--- src/axis_argmax_reduce_core_assert.svh ---
// Assertion macros for the argmax reduction core.
// Included by the top level; no other dependencies.
`ifndef AXIS_ARGMAX_REDUCE_CORE_ASSERT_SVH
`define AXIS_ARGMAX_REDUCE_CORE_ASSERT_SVH
`define AAR_ASSERT(lbl, clk, rst, prop, msg) \
   lbl: assert property (@(posedge clk) disable iff (rst) (prop)) else $error(msg);
`define AAR_ASSERT_RST(lbl, clk, prop, msg) \
   lbl: assert property (@(posedge clk) (prop)) else $error(msg);
`endif

--- src/aar_pkg.sv ---
// Package for the argmax reduction core: widths, defaults and the float compare.
// No dependencies.
package aar_pkg;
   localparam int SAMPLE_W = 32;
   localparam int INDEX_W = 16;
   localparam int REDUCE_CFG_W = 17;
   localparam int INNER_CFG_W = 9;
   localparam int CSR_DATA_W = 17;
   localparam int DEF_MAX_INNER = 256;
   localparam longint DEF_MAX_REDUCE = 65536;

   typedef enum logic [0:0] {
      CSR_REDUCE_LENGTH = 1'b0,
      CSR_INNER_LENGTH = 1'b1
   } csr_index_type;

   // True when a < b as IEEE single values; false for any NaN.
   function automatic logic float_less(input logic [31:0] a, input logic [31:0] b);
      logic a_nan;
      logic b_nan;
      logic a_zero;
      logic b_zero;
      logic res;
      a_nan = (a[30:23] == 8'hff) && (a[22:0] != 23'd0);
      b_nan = (b[30:23] == 8'hff) && (b[22:0] != 23'd0);
      a_zero = (a[30:0] == 31'd0);
      b_zero = (b[30:0] == 31'd0);
      if (a_nan || b_nan || (a_zero && b_zero)) begin
         res = 1'b0;
      end else if (a[31] != b[31]) begin
         res = a[31];
      end else if (!a[31]) begin
         res = a[30:0] < b[30:0];
      end else begin
         res = a[30:0] > b[30:0];
      end
      return res;
   endfunction
endpackage

--- src/aar_counter.sv ---
// Column and reduce position counters of the argmax core.
// Depends on aar_pkg.
module aar_counter #(
   parameter int MAX_INNER = aar_pkg::DEF_MAX_INNER,
   parameter longint MAX_REDUCE = aar_pkg::DEF_MAX_REDUCE,
   parameter int COL_W = (MAX_INNER > 1) ? $clog2(MAX_INNER) : 1,
   parameter int POS_W = $clog2(MAX_REDUCE)
) (
   input logic clock,
   input logic reset,
   input logic advance,
   input logic [aar_pkg::REDUCE_CFG_W-1:0] reduce_length,
   input logic [aar_pkg::INNER_CFG_W-1:0] inner_length,
   output logic [COL_W-1:0] column,
   output logic [POS_W-1:0] position,
   output logic last_r,
   output logic last_c
);
   import aar_pkg::*;
   localparam int CW = COL_W + 1;
   logic [COL_W-1:0] col_ff, col_in;
   logic [POS_W-1:0] pos_ff, pos_in;
   logic [63:0] n_eff;
   logic [CW+INNER_CFG_W-1:0] k_eff;

   always_comb begin
      n_eff = (reduce_length == '0) ? 64'd1 : 64'(reduce_length);
      if (n_eff > 64'(MAX_REDUCE)) n_eff = 64'(MAX_REDUCE);
      k_eff = (inner_length == '0) ? (CW+INNER_CFG_W)'(1) : (CW+INNER_CFG_W)'(inner_length);
      if (k_eff > (CW+INNER_CFG_W)'(MAX_INNER)) k_eff = (CW+INNER_CFG_W)'(MAX_INNER);
      last_r = 64'(pos_ff) + 64'd1 >= n_eff;
      last_c = (CW+INNER_CFG_W)'(col_ff) + (CW+INNER_CFG_W)'(1) >= k_eff;
      col_in = col_ff;
      pos_in = pos_ff;
      if (advance) begin
         if (last_c) begin
            col_in = '0;
            pos_in = last_r ? '0 : pos_ff + POS_W'(1);
         end else begin
            col_in = col_ff + COL_W'(1);
         end
      end
   end

   always_ff @(posedge clock) begin
      if (reset) begin
         col_ff <= '0;
         pos_ff <= '0;
      end else begin
         col_ff <= col_in;
         pos_ff <= pos_in;
      end
   end

   assign column = col_ff;
   assign position = pos_ff;
endmodule

--- config.mk ---
export PLATFORM = sky130hd
export DESIGN_NAME = aar_counter
export DESIGN_NICKNAME = d
export VERILOG_FILES = /design/src/axis_argmax_reduce_core_assert.svh /design/src/aar_pkg.sv /design/src/aar_counter.sv
export SDC_FILE = /design/constraint.sdc
export NUM_CORES = 1
export LEC_CHECK = 0
export BUFFER_PORTS_ARGS = -buffer_cell sky130_fd_sc_hd__buf_2
export CORE_UTILIZATION = 40
export CTS_CLUSTER_DIAMETER = 60
export CTS_CLUSTER_SIZE = 8
export DETAILED_ROUTE_END_ITERATION = 8
export PLACE_DENSITY = 0.66
export RECOVER_POWER = 25
export SYNTH_ARGS = -nofsm -noshare
export SYNTH_HDL_FRONTEND = slang
export SYNTH_SLANG_ARGS = --single-unit
--- constraint.sdc ---
create_clock -name clock -period 5.59 [get_ports clock]
set_clock_uncertainty 0.2 [all_clocks]
set_input_delay 0.2795 -clock clock [delete_from_list [all_inputs] [get_ports clock]]
set_output_delay 0.2795 -clock clock [all_outputs]
set_load 0.005 [all_outputs]
### After elaboration in Yosys (flattened, before gate mapping)

Cells that the tools add are included.

* register bits after elaboration: 24
* input bits: 29
* output and inout port bits: 26
* word-level logic and storage cells: 19

* add/sub/neg operators: 4
* $lt $le $gt $ge: 4
* mux-type cells: 6
* reduce and logical (&&, ||, !) cells: 3

Operators with widths (number)
* >= comparator 17 x 64 -> 1 bit: 1
* two-way mux 17 bit: 2
* >= comparator 9 x 18 -> 1 bit: 1
* two-way mux 9 bit: 2
* adder 16 x 1 -> 17 bit, second input constant: 1
* greater-than comparator 17 bit, second input constant: 1
* zero test 17 bit: 1
* adder 16 x 1 -> 16 bit, second input constant: 1
* two-way mux 16 bit: 1
* adder 8 x 1 -> 9 bit, second input constant: 1
* greater-than comparator 9 bit, second input constant: 1
* zero test 9 bit: 1
* adder 8 x 1 -> 8 bit, second input constant: 1
* two-way mux 8 bit: 1
* AND reduction 2 bit: 1

### Logic depth before layout (Yosys ltp)

Gate-level depths: netlist (run 1).

* depth after elaboration: 6
* gate-level depth with buffers: 16
* depth with buffers taken out: 14

### Least setup slack after synthesis (run 1)

OpenSTA, ideal clock, no wires.

* path kind: reg-to-reg
* start point: register pos_ff[0], in the netlist position[0]
* end point: register pos_ff[2], in the netlist position[2]
* library setup time: 117 ps
* arrival time: 3239 ps
* data required time: 5273 ps
* setup slack: 2034 ps
* stages on the path, launching flop included: 16
* path buffers: 2
* clock period less this slack: 3556 ps
* cells stage by stage: dfxtp_1 -> ha_1 -> and3_1 -> and3_1 -> and2_1 -> and3_1 -> xnor2_1 -> ha_1 -> and4_1 -> nand4_1 -> or3_1 -> a41o_1 -> buf_6 -> and3_4 -> buf_6 -> a22o_1

* word-level cells in the longest chain between the ends: 3
* elaborated cells on any way between the ends: 4
* those cells by class: 2 x add/sub; 1 x order compare; 1 x mux

Ends and longest elaborated chain
* start, declared: line aar_counter.sv:22 `logic [POS_W-1:0] pos_ff, pos_in;`
* start signal, assigned: line aar_counter.sv:51 `pos_ff <= pos_in;`
* adder 16 x 1 -> 17 bit: line aar_counter.sv:31 `last_r = 64'(pos_ff) + 64'd1 >= n_eff;`
* >= comparator 17 x 64 -> 1 bit: line aar_counter.sv:31
* two-way mux 16 bit *: line aar_counter.sv:38 `pos_in = last_r ? '0 : pos_ff + POS_W'(1);`

Every way passes the cells marked *; elsewhere a longest branch is shown, timed or not.
A chain may end at the register's enable or synchronous reset.

### Worst setup path in the final report (run 1)

* start point: register pos_ff[0], in the netlist position[0]
* end point: output port last_r

* word-level cells in the longest chain between the ends: 2

Ends and longest elaborated chain
* adder 16 x 1 -> 17 bit: line aar_counter.sv:31
* >= comparator 17 x 64 -> 1 bit: line aar_counter.sv:31
* end, declared: line aar_counter.sv:16 `output logic last_r,`

Every way passes these cells.

==> metrics.txt, run 1 <==
Num CTS Buffers=3; root buf cell=clkbuf_8; share of cells above drive strength 1=16.2%; largest area contributor in the netlist=dfxtp_1; Leak=0.00121 uW; RSZ-0062 raised after global routing=false; fmax=242 MHz; total grt overflow=0; overall die width=about 75 um; routed wire length=5.51 mm; worst vdd ir=around 0.08 mV; vias in the first global route=1,879; Placed Cells=a little under 400; Synth async-reset ratio=0%; register area share after synthesis=22.4%; Detail Route Antenna Nets=0; Final nets=386; clock sink total=24; Unique masters post-synth=42; Slowest cell on crit path=dfxtp_1; Layout Cells excl Fill=397; Synth top area share=between 20% and 30%; post-cts hold buffer count=0; Die Area=about 5700 um^2; Area contributors post-synth=dfxtp_1, ha_1, nand2_1, nand3_1, xnor2_1; clk_lat worst skew=~0.26 ns; dpl hpwl=4.34 mm; Ant. Diodes=0; HP Class=primary input to flip-flop; Layout Utilization=48.4%; # port buffers=54; final hold violations=0; DR iter-0 viols=between 100 and 150; number of synthesized register bits=24; kind of cell adding the most delay to the critical path=simple AND/OR/NAND/NOR gates; Die Y=75.2 um; Worst-path clk slew=0.09 ns; Cell Rows=26; vias per cell=5.47; max_cap viols=0; RePlAce Congestion=0.876; Final Max Tran Viols=0; Max-slew headroom=62.3%; Vias=~2,200; cell mode on critical path=and3_1; antenna violations before repair=0; final setup vio count=0; Syn. warnings=0; post_cts resized=0; Setup Buffers After CTS=0; pin count of the biggest net entering global routing=26; status=complete, no violations; Slew @ Worst Pin=0.565 ns; hold slack=0.145 ns; synthesized area=2150 um^2; Avg Cell Area, Syn=7.75 um^2; crit path capture type=primary output; fin crit share=between 70% and 80%; CTS max path bufs=2; Initial Util=41.7%; I/O pin count=55; drt pass-1 iters=4; Fill cells=548; Critical Path Start Type=flip-flop; Tmin final=4.13 ns; global-route wire length before repair=approximately 8.7 mm; Post-Route Setup TNS=0 ns; drt wl/cell=13.9 um; DP Worst Slack=1.79 ns; CP cell instances=ha_1 > and3_1 > and3_1 > and2_1 > and3_1 > xnor2_1 > ha_1 > and4_1 > nand4_1 > or3_1 > a41o_1 > inv_2 > buf_2; Post-Syn Instances=roughly 280; total track usage=20.0%; crit path DAT=3.65 ns; CP Class=flip-flop to primary output; most common flop cell mapped by yosys=dfxtp_1; crit-path max cell delay=0.43 ns; Synth-to-Final Area Change=16.0%; CTS tree=built; final setup margin=1.46 ns; Syn Nets=334; htree depth=1; worst reg2reg setup slack=1.74 ns; EDFF count, synth=0; Core Area=around 5100 um^2; Required @ worst endpoint=around 5.1 ns; Buf/Inv on CP=2; crit path max fanout=12; Pwr Density=136 nW/um^2; drt drc=0
[kinds of logic after synthesis]
group | Yosys count | synth area share (%)
flops | 24 | 22.4
compound gates | 62 | 19.3
xor+xnor | 20 | 8.16
fa+ha+maj | 28 | 16.3
mux | 1 | 0.525
simple gates | 122 | 28.9
buf+inv | 20 | 4.37
[through the flow]
stage / power, uW / instance area [um^2]
floorplan: 215 / 2150
global placement: 238 / 2460
detailed placement: 239 / 2460
CTS: 340 / 2500
global route: 356 / 2490
finish: 338 / 2490
[tightest hold or removal path, cell delays in order]
cell	delay, ns
buf_2	0.14
nand3_1	0.07
a21oi_1	0.06
[per-layer routing]
layer  part of all wire (%)  global-route usage [%]  wire length, um  vias to the layer above
met5                      0                       0                0                        -
met2                     43                    30.7             2360                       64
met3                    6.0                    2.81              330                        2
met4                   0.54                    4.73               30                        0
li1                       -                       -                -                     1129
met1                     51                    29.5             2790                      975
[final timing paths]
kind	cells after the start	from	to
setup reg to reg	14	position[0]$_SDFFE_PP0P_	position[4]$_SDFFE_PP0P_
hold reg to reg	2	position[9]$_SDFFE_PP0P_	position[9]$_SDFFE_PP0P_
setup / recovery	13	position[0]$_SDFFE_PP0P_	last_r
hold / removal	3	advance	column[1]$_SDFFE_PP0P_
[power breakdown]
part           internal, uW  switching (uW)  total (uW)
Combinational          26.1            34.9        61.0
Clock                  48.2            54.0         102
Sequential              172            2.15         174
[registers in the layout, indices dropped and copies added (netlist names)]
signal,cells
position,16
column,8
[area by class of cell]
class | count | area, um^2 | area share, %
clock buffer | 3 | 41.3 | 1.66
timing repair buffer | 54 | 260 | 10.5
multi-input combinational | 233 | 1570 | 63.1
sequential | 24 | 480 | 19.3
inverter | 13 | 48.8 | 1.96
tap | 70 | 87.6 | 3.52
[cells in the final DEF, fill, tap and decap left out, types with 4 or more instances in the layout]
cell      instances
buf_2            46
nand2_1          35
ha_1             28
nand3_1          24
dfxtp_1          24
a21oi_1          19
nor2_1           15
xnor2_1          13
and3_1           13
inv_1            11
o31ai_1          10
a22o_1           10
clkbuf_1          8
xor2_1            7
o21ai_0           7
or3_1             6
nor4_1            5
nand4_1           4
and2_1            4
nor2b_1           4
[cell usage after synthesis (5+ instances only)]
cell type   n
a21oi_1    19
nor2_1     15
or3_1       6
nand2_1    35
dfxtp_1    24
and3_1     13
xor2_1      7
nor4_1      5
o31ai_1    10
inv_1      11
xnor2_1    13
ha_1       28
nand3_1    24
o21ai_0     7
a22o_1     10
(Power assumes the default switching activity.)
==> run 2: changes to the inputs <==
==> constraint.sdc (replaced) <==
create_clock -name clock -period 3.9 [get_ports clock]
set_clock_uncertainty 0.2 [all_clocks]
set_input_delay 0.195 -clock clock [delete_from_list [all_inputs] [get_ports clock]]
set_output_delay 0.195 -clock clock [all_outputs]
set_load 0.005 [all_outputs]
==> run 2 against run 1 <==
Against the previous run: via count grew 2.9%; register-to-register slack worse by 1.4 ns; hold slack worse by 0.11 ns; wire length increased by 1.1%; critical endpoint unchanged; sequential share of layout area decreased by 0.61 points; critical path depth is the same; clock-buffer cell count up 1; critical path type unchanged; core utilization is 1.8 points higher; final cell count rose by 2.0%.
==> metrics.txt, run 2 (synthesized netlist as in run 1, its figures left out) <==
overall die width=75.2 um; Detail Route Antenna Nets=0; share of cells above drive strength 1=20.3%; vias per cell=about 5.5; Num CTS Buffers=3; fmax=around 270 MHz; Final Max Tran Viols=0; Required @ worst endpoint=3.50 ns; final hold violations=0; total grt overflow=0; FF-to-FF End=position[2]$_SDFFE_PP0P_; DP Worst Slack=roughly 0.16 ns; clock sink total=24; Critical Path Start Type=flip-flop; CTS tree=built; RSZ-0062 raised after global routing=false; Leak=0.00125 uW; total track usage=between 20 and 25%; Initial Util=41.7%; clk_lat worst skew=around 0.27 ns; RePlAce Congestion=0.826; routed wire length=about 5.6 mm; crit path max fanout=12; crit path DAT=roughly 3.3 ns; Core Area=5140 um^2; HP Class=primary input to flip-flop; Cell Rows=26; Slew @ Worst Pin=roughly 0.50 ns; root buf cell=clkbuf_8; vias in the first global route=2,000; drt pass-1 iters=4; dpl hpwl=4.41 mm; # port buffers=54; commonest cells after routing, fill and taps aside=buf_2, nand2_1, ha_1; hold endpoint=column[7]$_SDFFE_PP0P_; pin count of the biggest net entering global routing=26; critical hold path startpoint=advance; max reg flops=16; I/O pin count=55; Min-Delay Path Depth=3; crit path capture type=primary output; Die Y=between 70 and 80 um; CP cell instances=ha_2 > and3_4 > and3_2 > and2_4 > and3_1 > xnor2_1 > ha_1 > and4_1 > nand4_1 > or3_1 > a41o_4 > inv_4 > buf_2; global-route wire length before repair=8.78 mm; crit-path max cell delay=0.38 ns; drt drc=0; Pwr Total=512 uW; RR Startpoint=position[1]$_SDFFE_PP0P_; worst reg2reg path depth=13; Tmin final=3.70 ns; Ant. Diodes=0; status=complete, no violations; Max-slew headroom=65.7%; final setup vio count=0; Synth-to-Final Area Change=20.5%; Worst-path clk slew=~0.09 ns; max_cap viols=0; Vias=around 2,200; Slowest cell on crit path=dfxtp_2; most common cell after layout, fill and taps aside=buf_2; Final nets=roughly 390; worst reg2reg setup slack=0.37 ns; Pwr Density=roughly 200 nW/um^2; htree depth=1; fin crit share=95.0%; Die Area=5660 um^2; DR iter-0 viols=83; worst vdd ir=between 0.1 and 0.15 mV; final setup margin=0.196 ns; CTS max path bufs=2; CP Class=flip-flop to primary output; Post-Route Setup TNS=0 ns; antenna violations before repair=0; drt wl/cell=13.8 um
[run 2: cell count changes in the layout (fill, tap and decap cells not counted), moves of 2 or more]
cell	before	now
buf_4	0	7
dfxtp_1	24	22
dfxtp_2	0	2
and3_1	13	11
[run 2: where the power goes]
group / switching (uW) / leakage (uW) / internal [uW]
Clock: 83.2 / 0.0000288 / 90.2
Combinational: 49.4 / 0.00102 / 39.2
Sequential: 3.01 / 0.000195 / 247
[run 2: per-stage QoR]
step | instance area, um^2 | instances | hold slack [ns] | util, %
5_1_grt | 2580 | 405 | 0.0465 | 50.3
4_1_cts | 2570 | 405 | 0.0361 | 50.0
3_3_place_gp | 2510 | 401 | 0.290 | 48.9
6_report | 2580 | 405 | 0.0380 | 50.3
2_1_floorplan | 2150 | 277 | 0.147 | -
3_5_place_dp | 2510 | 401 | 0.301 | 48.9
[run 2: worst max-delay path: cells and delay by family (launching register included)]
family	cells	cell delay, ns
XOR/XNOR	1	0.08
AND/OR/NAND/NOR	7	1.47
AO/OA/AOI/OAI	1	0.32
adder cells (fa/ha/maj)	2	0.51
buffers and inverters	2	0.27
flip-flops	1	0.38
[run 2: worst max-delay path by stage]
stage / start / endpoint / slack (ns) / cells after the start
3_5_place_dp: position[0]$_SDFFE_PP0P_ / position[6]$_SDFFE_PP0P_ / 0.16 / 14
6_report: position[1]$_SDFFE_PP0P_ / last_r / 0.20 / 13
2_1_floorplan: position[0]$_SDFFE_PP0P_ / position[2]$_SDFFE_PP0P_ / 0.34 / 15
4_1_cts: position[1]$_SDFFE_PP0P_ / last_r / 0.01 / 13
5_1_grt: position[0]$_SDFFE_PP0P_ / last_r / 0.004 / 13
3_3_place_gp: position[1]$_SDFFE_PP0P_ / position[14]$_SDFFE_PP0P_ / 0.26 / 14
[run 2: cell type report]
class                   instances  area [um^2]
multi-input cells             233         1600
clock buffers                   4         55.1
inverters                      13         51.3
repair buffers                 61          312
fillers                       537         2550
well taps                      70         87.6
flip-flops and latches         24          483
[run 2: repair_timing]
item,4_1_cts,5_1_grt
gates resized for setup,3,7
hold buffers,0,0
endpoints found under the setup margin,1,11
buffers inserted,0,0
[run 2: metal layers]
metal / global-route usage (%) / vias to the layer above / wire length, um
met4: 6.17 / 0 / 75
met2: 32.6 / 80 / 2460
met5: 0 / - / 0
met1: 27.9 / 1002 / 2750
met3: 2.14 / 12 / 289
li1: - / 1138 / -
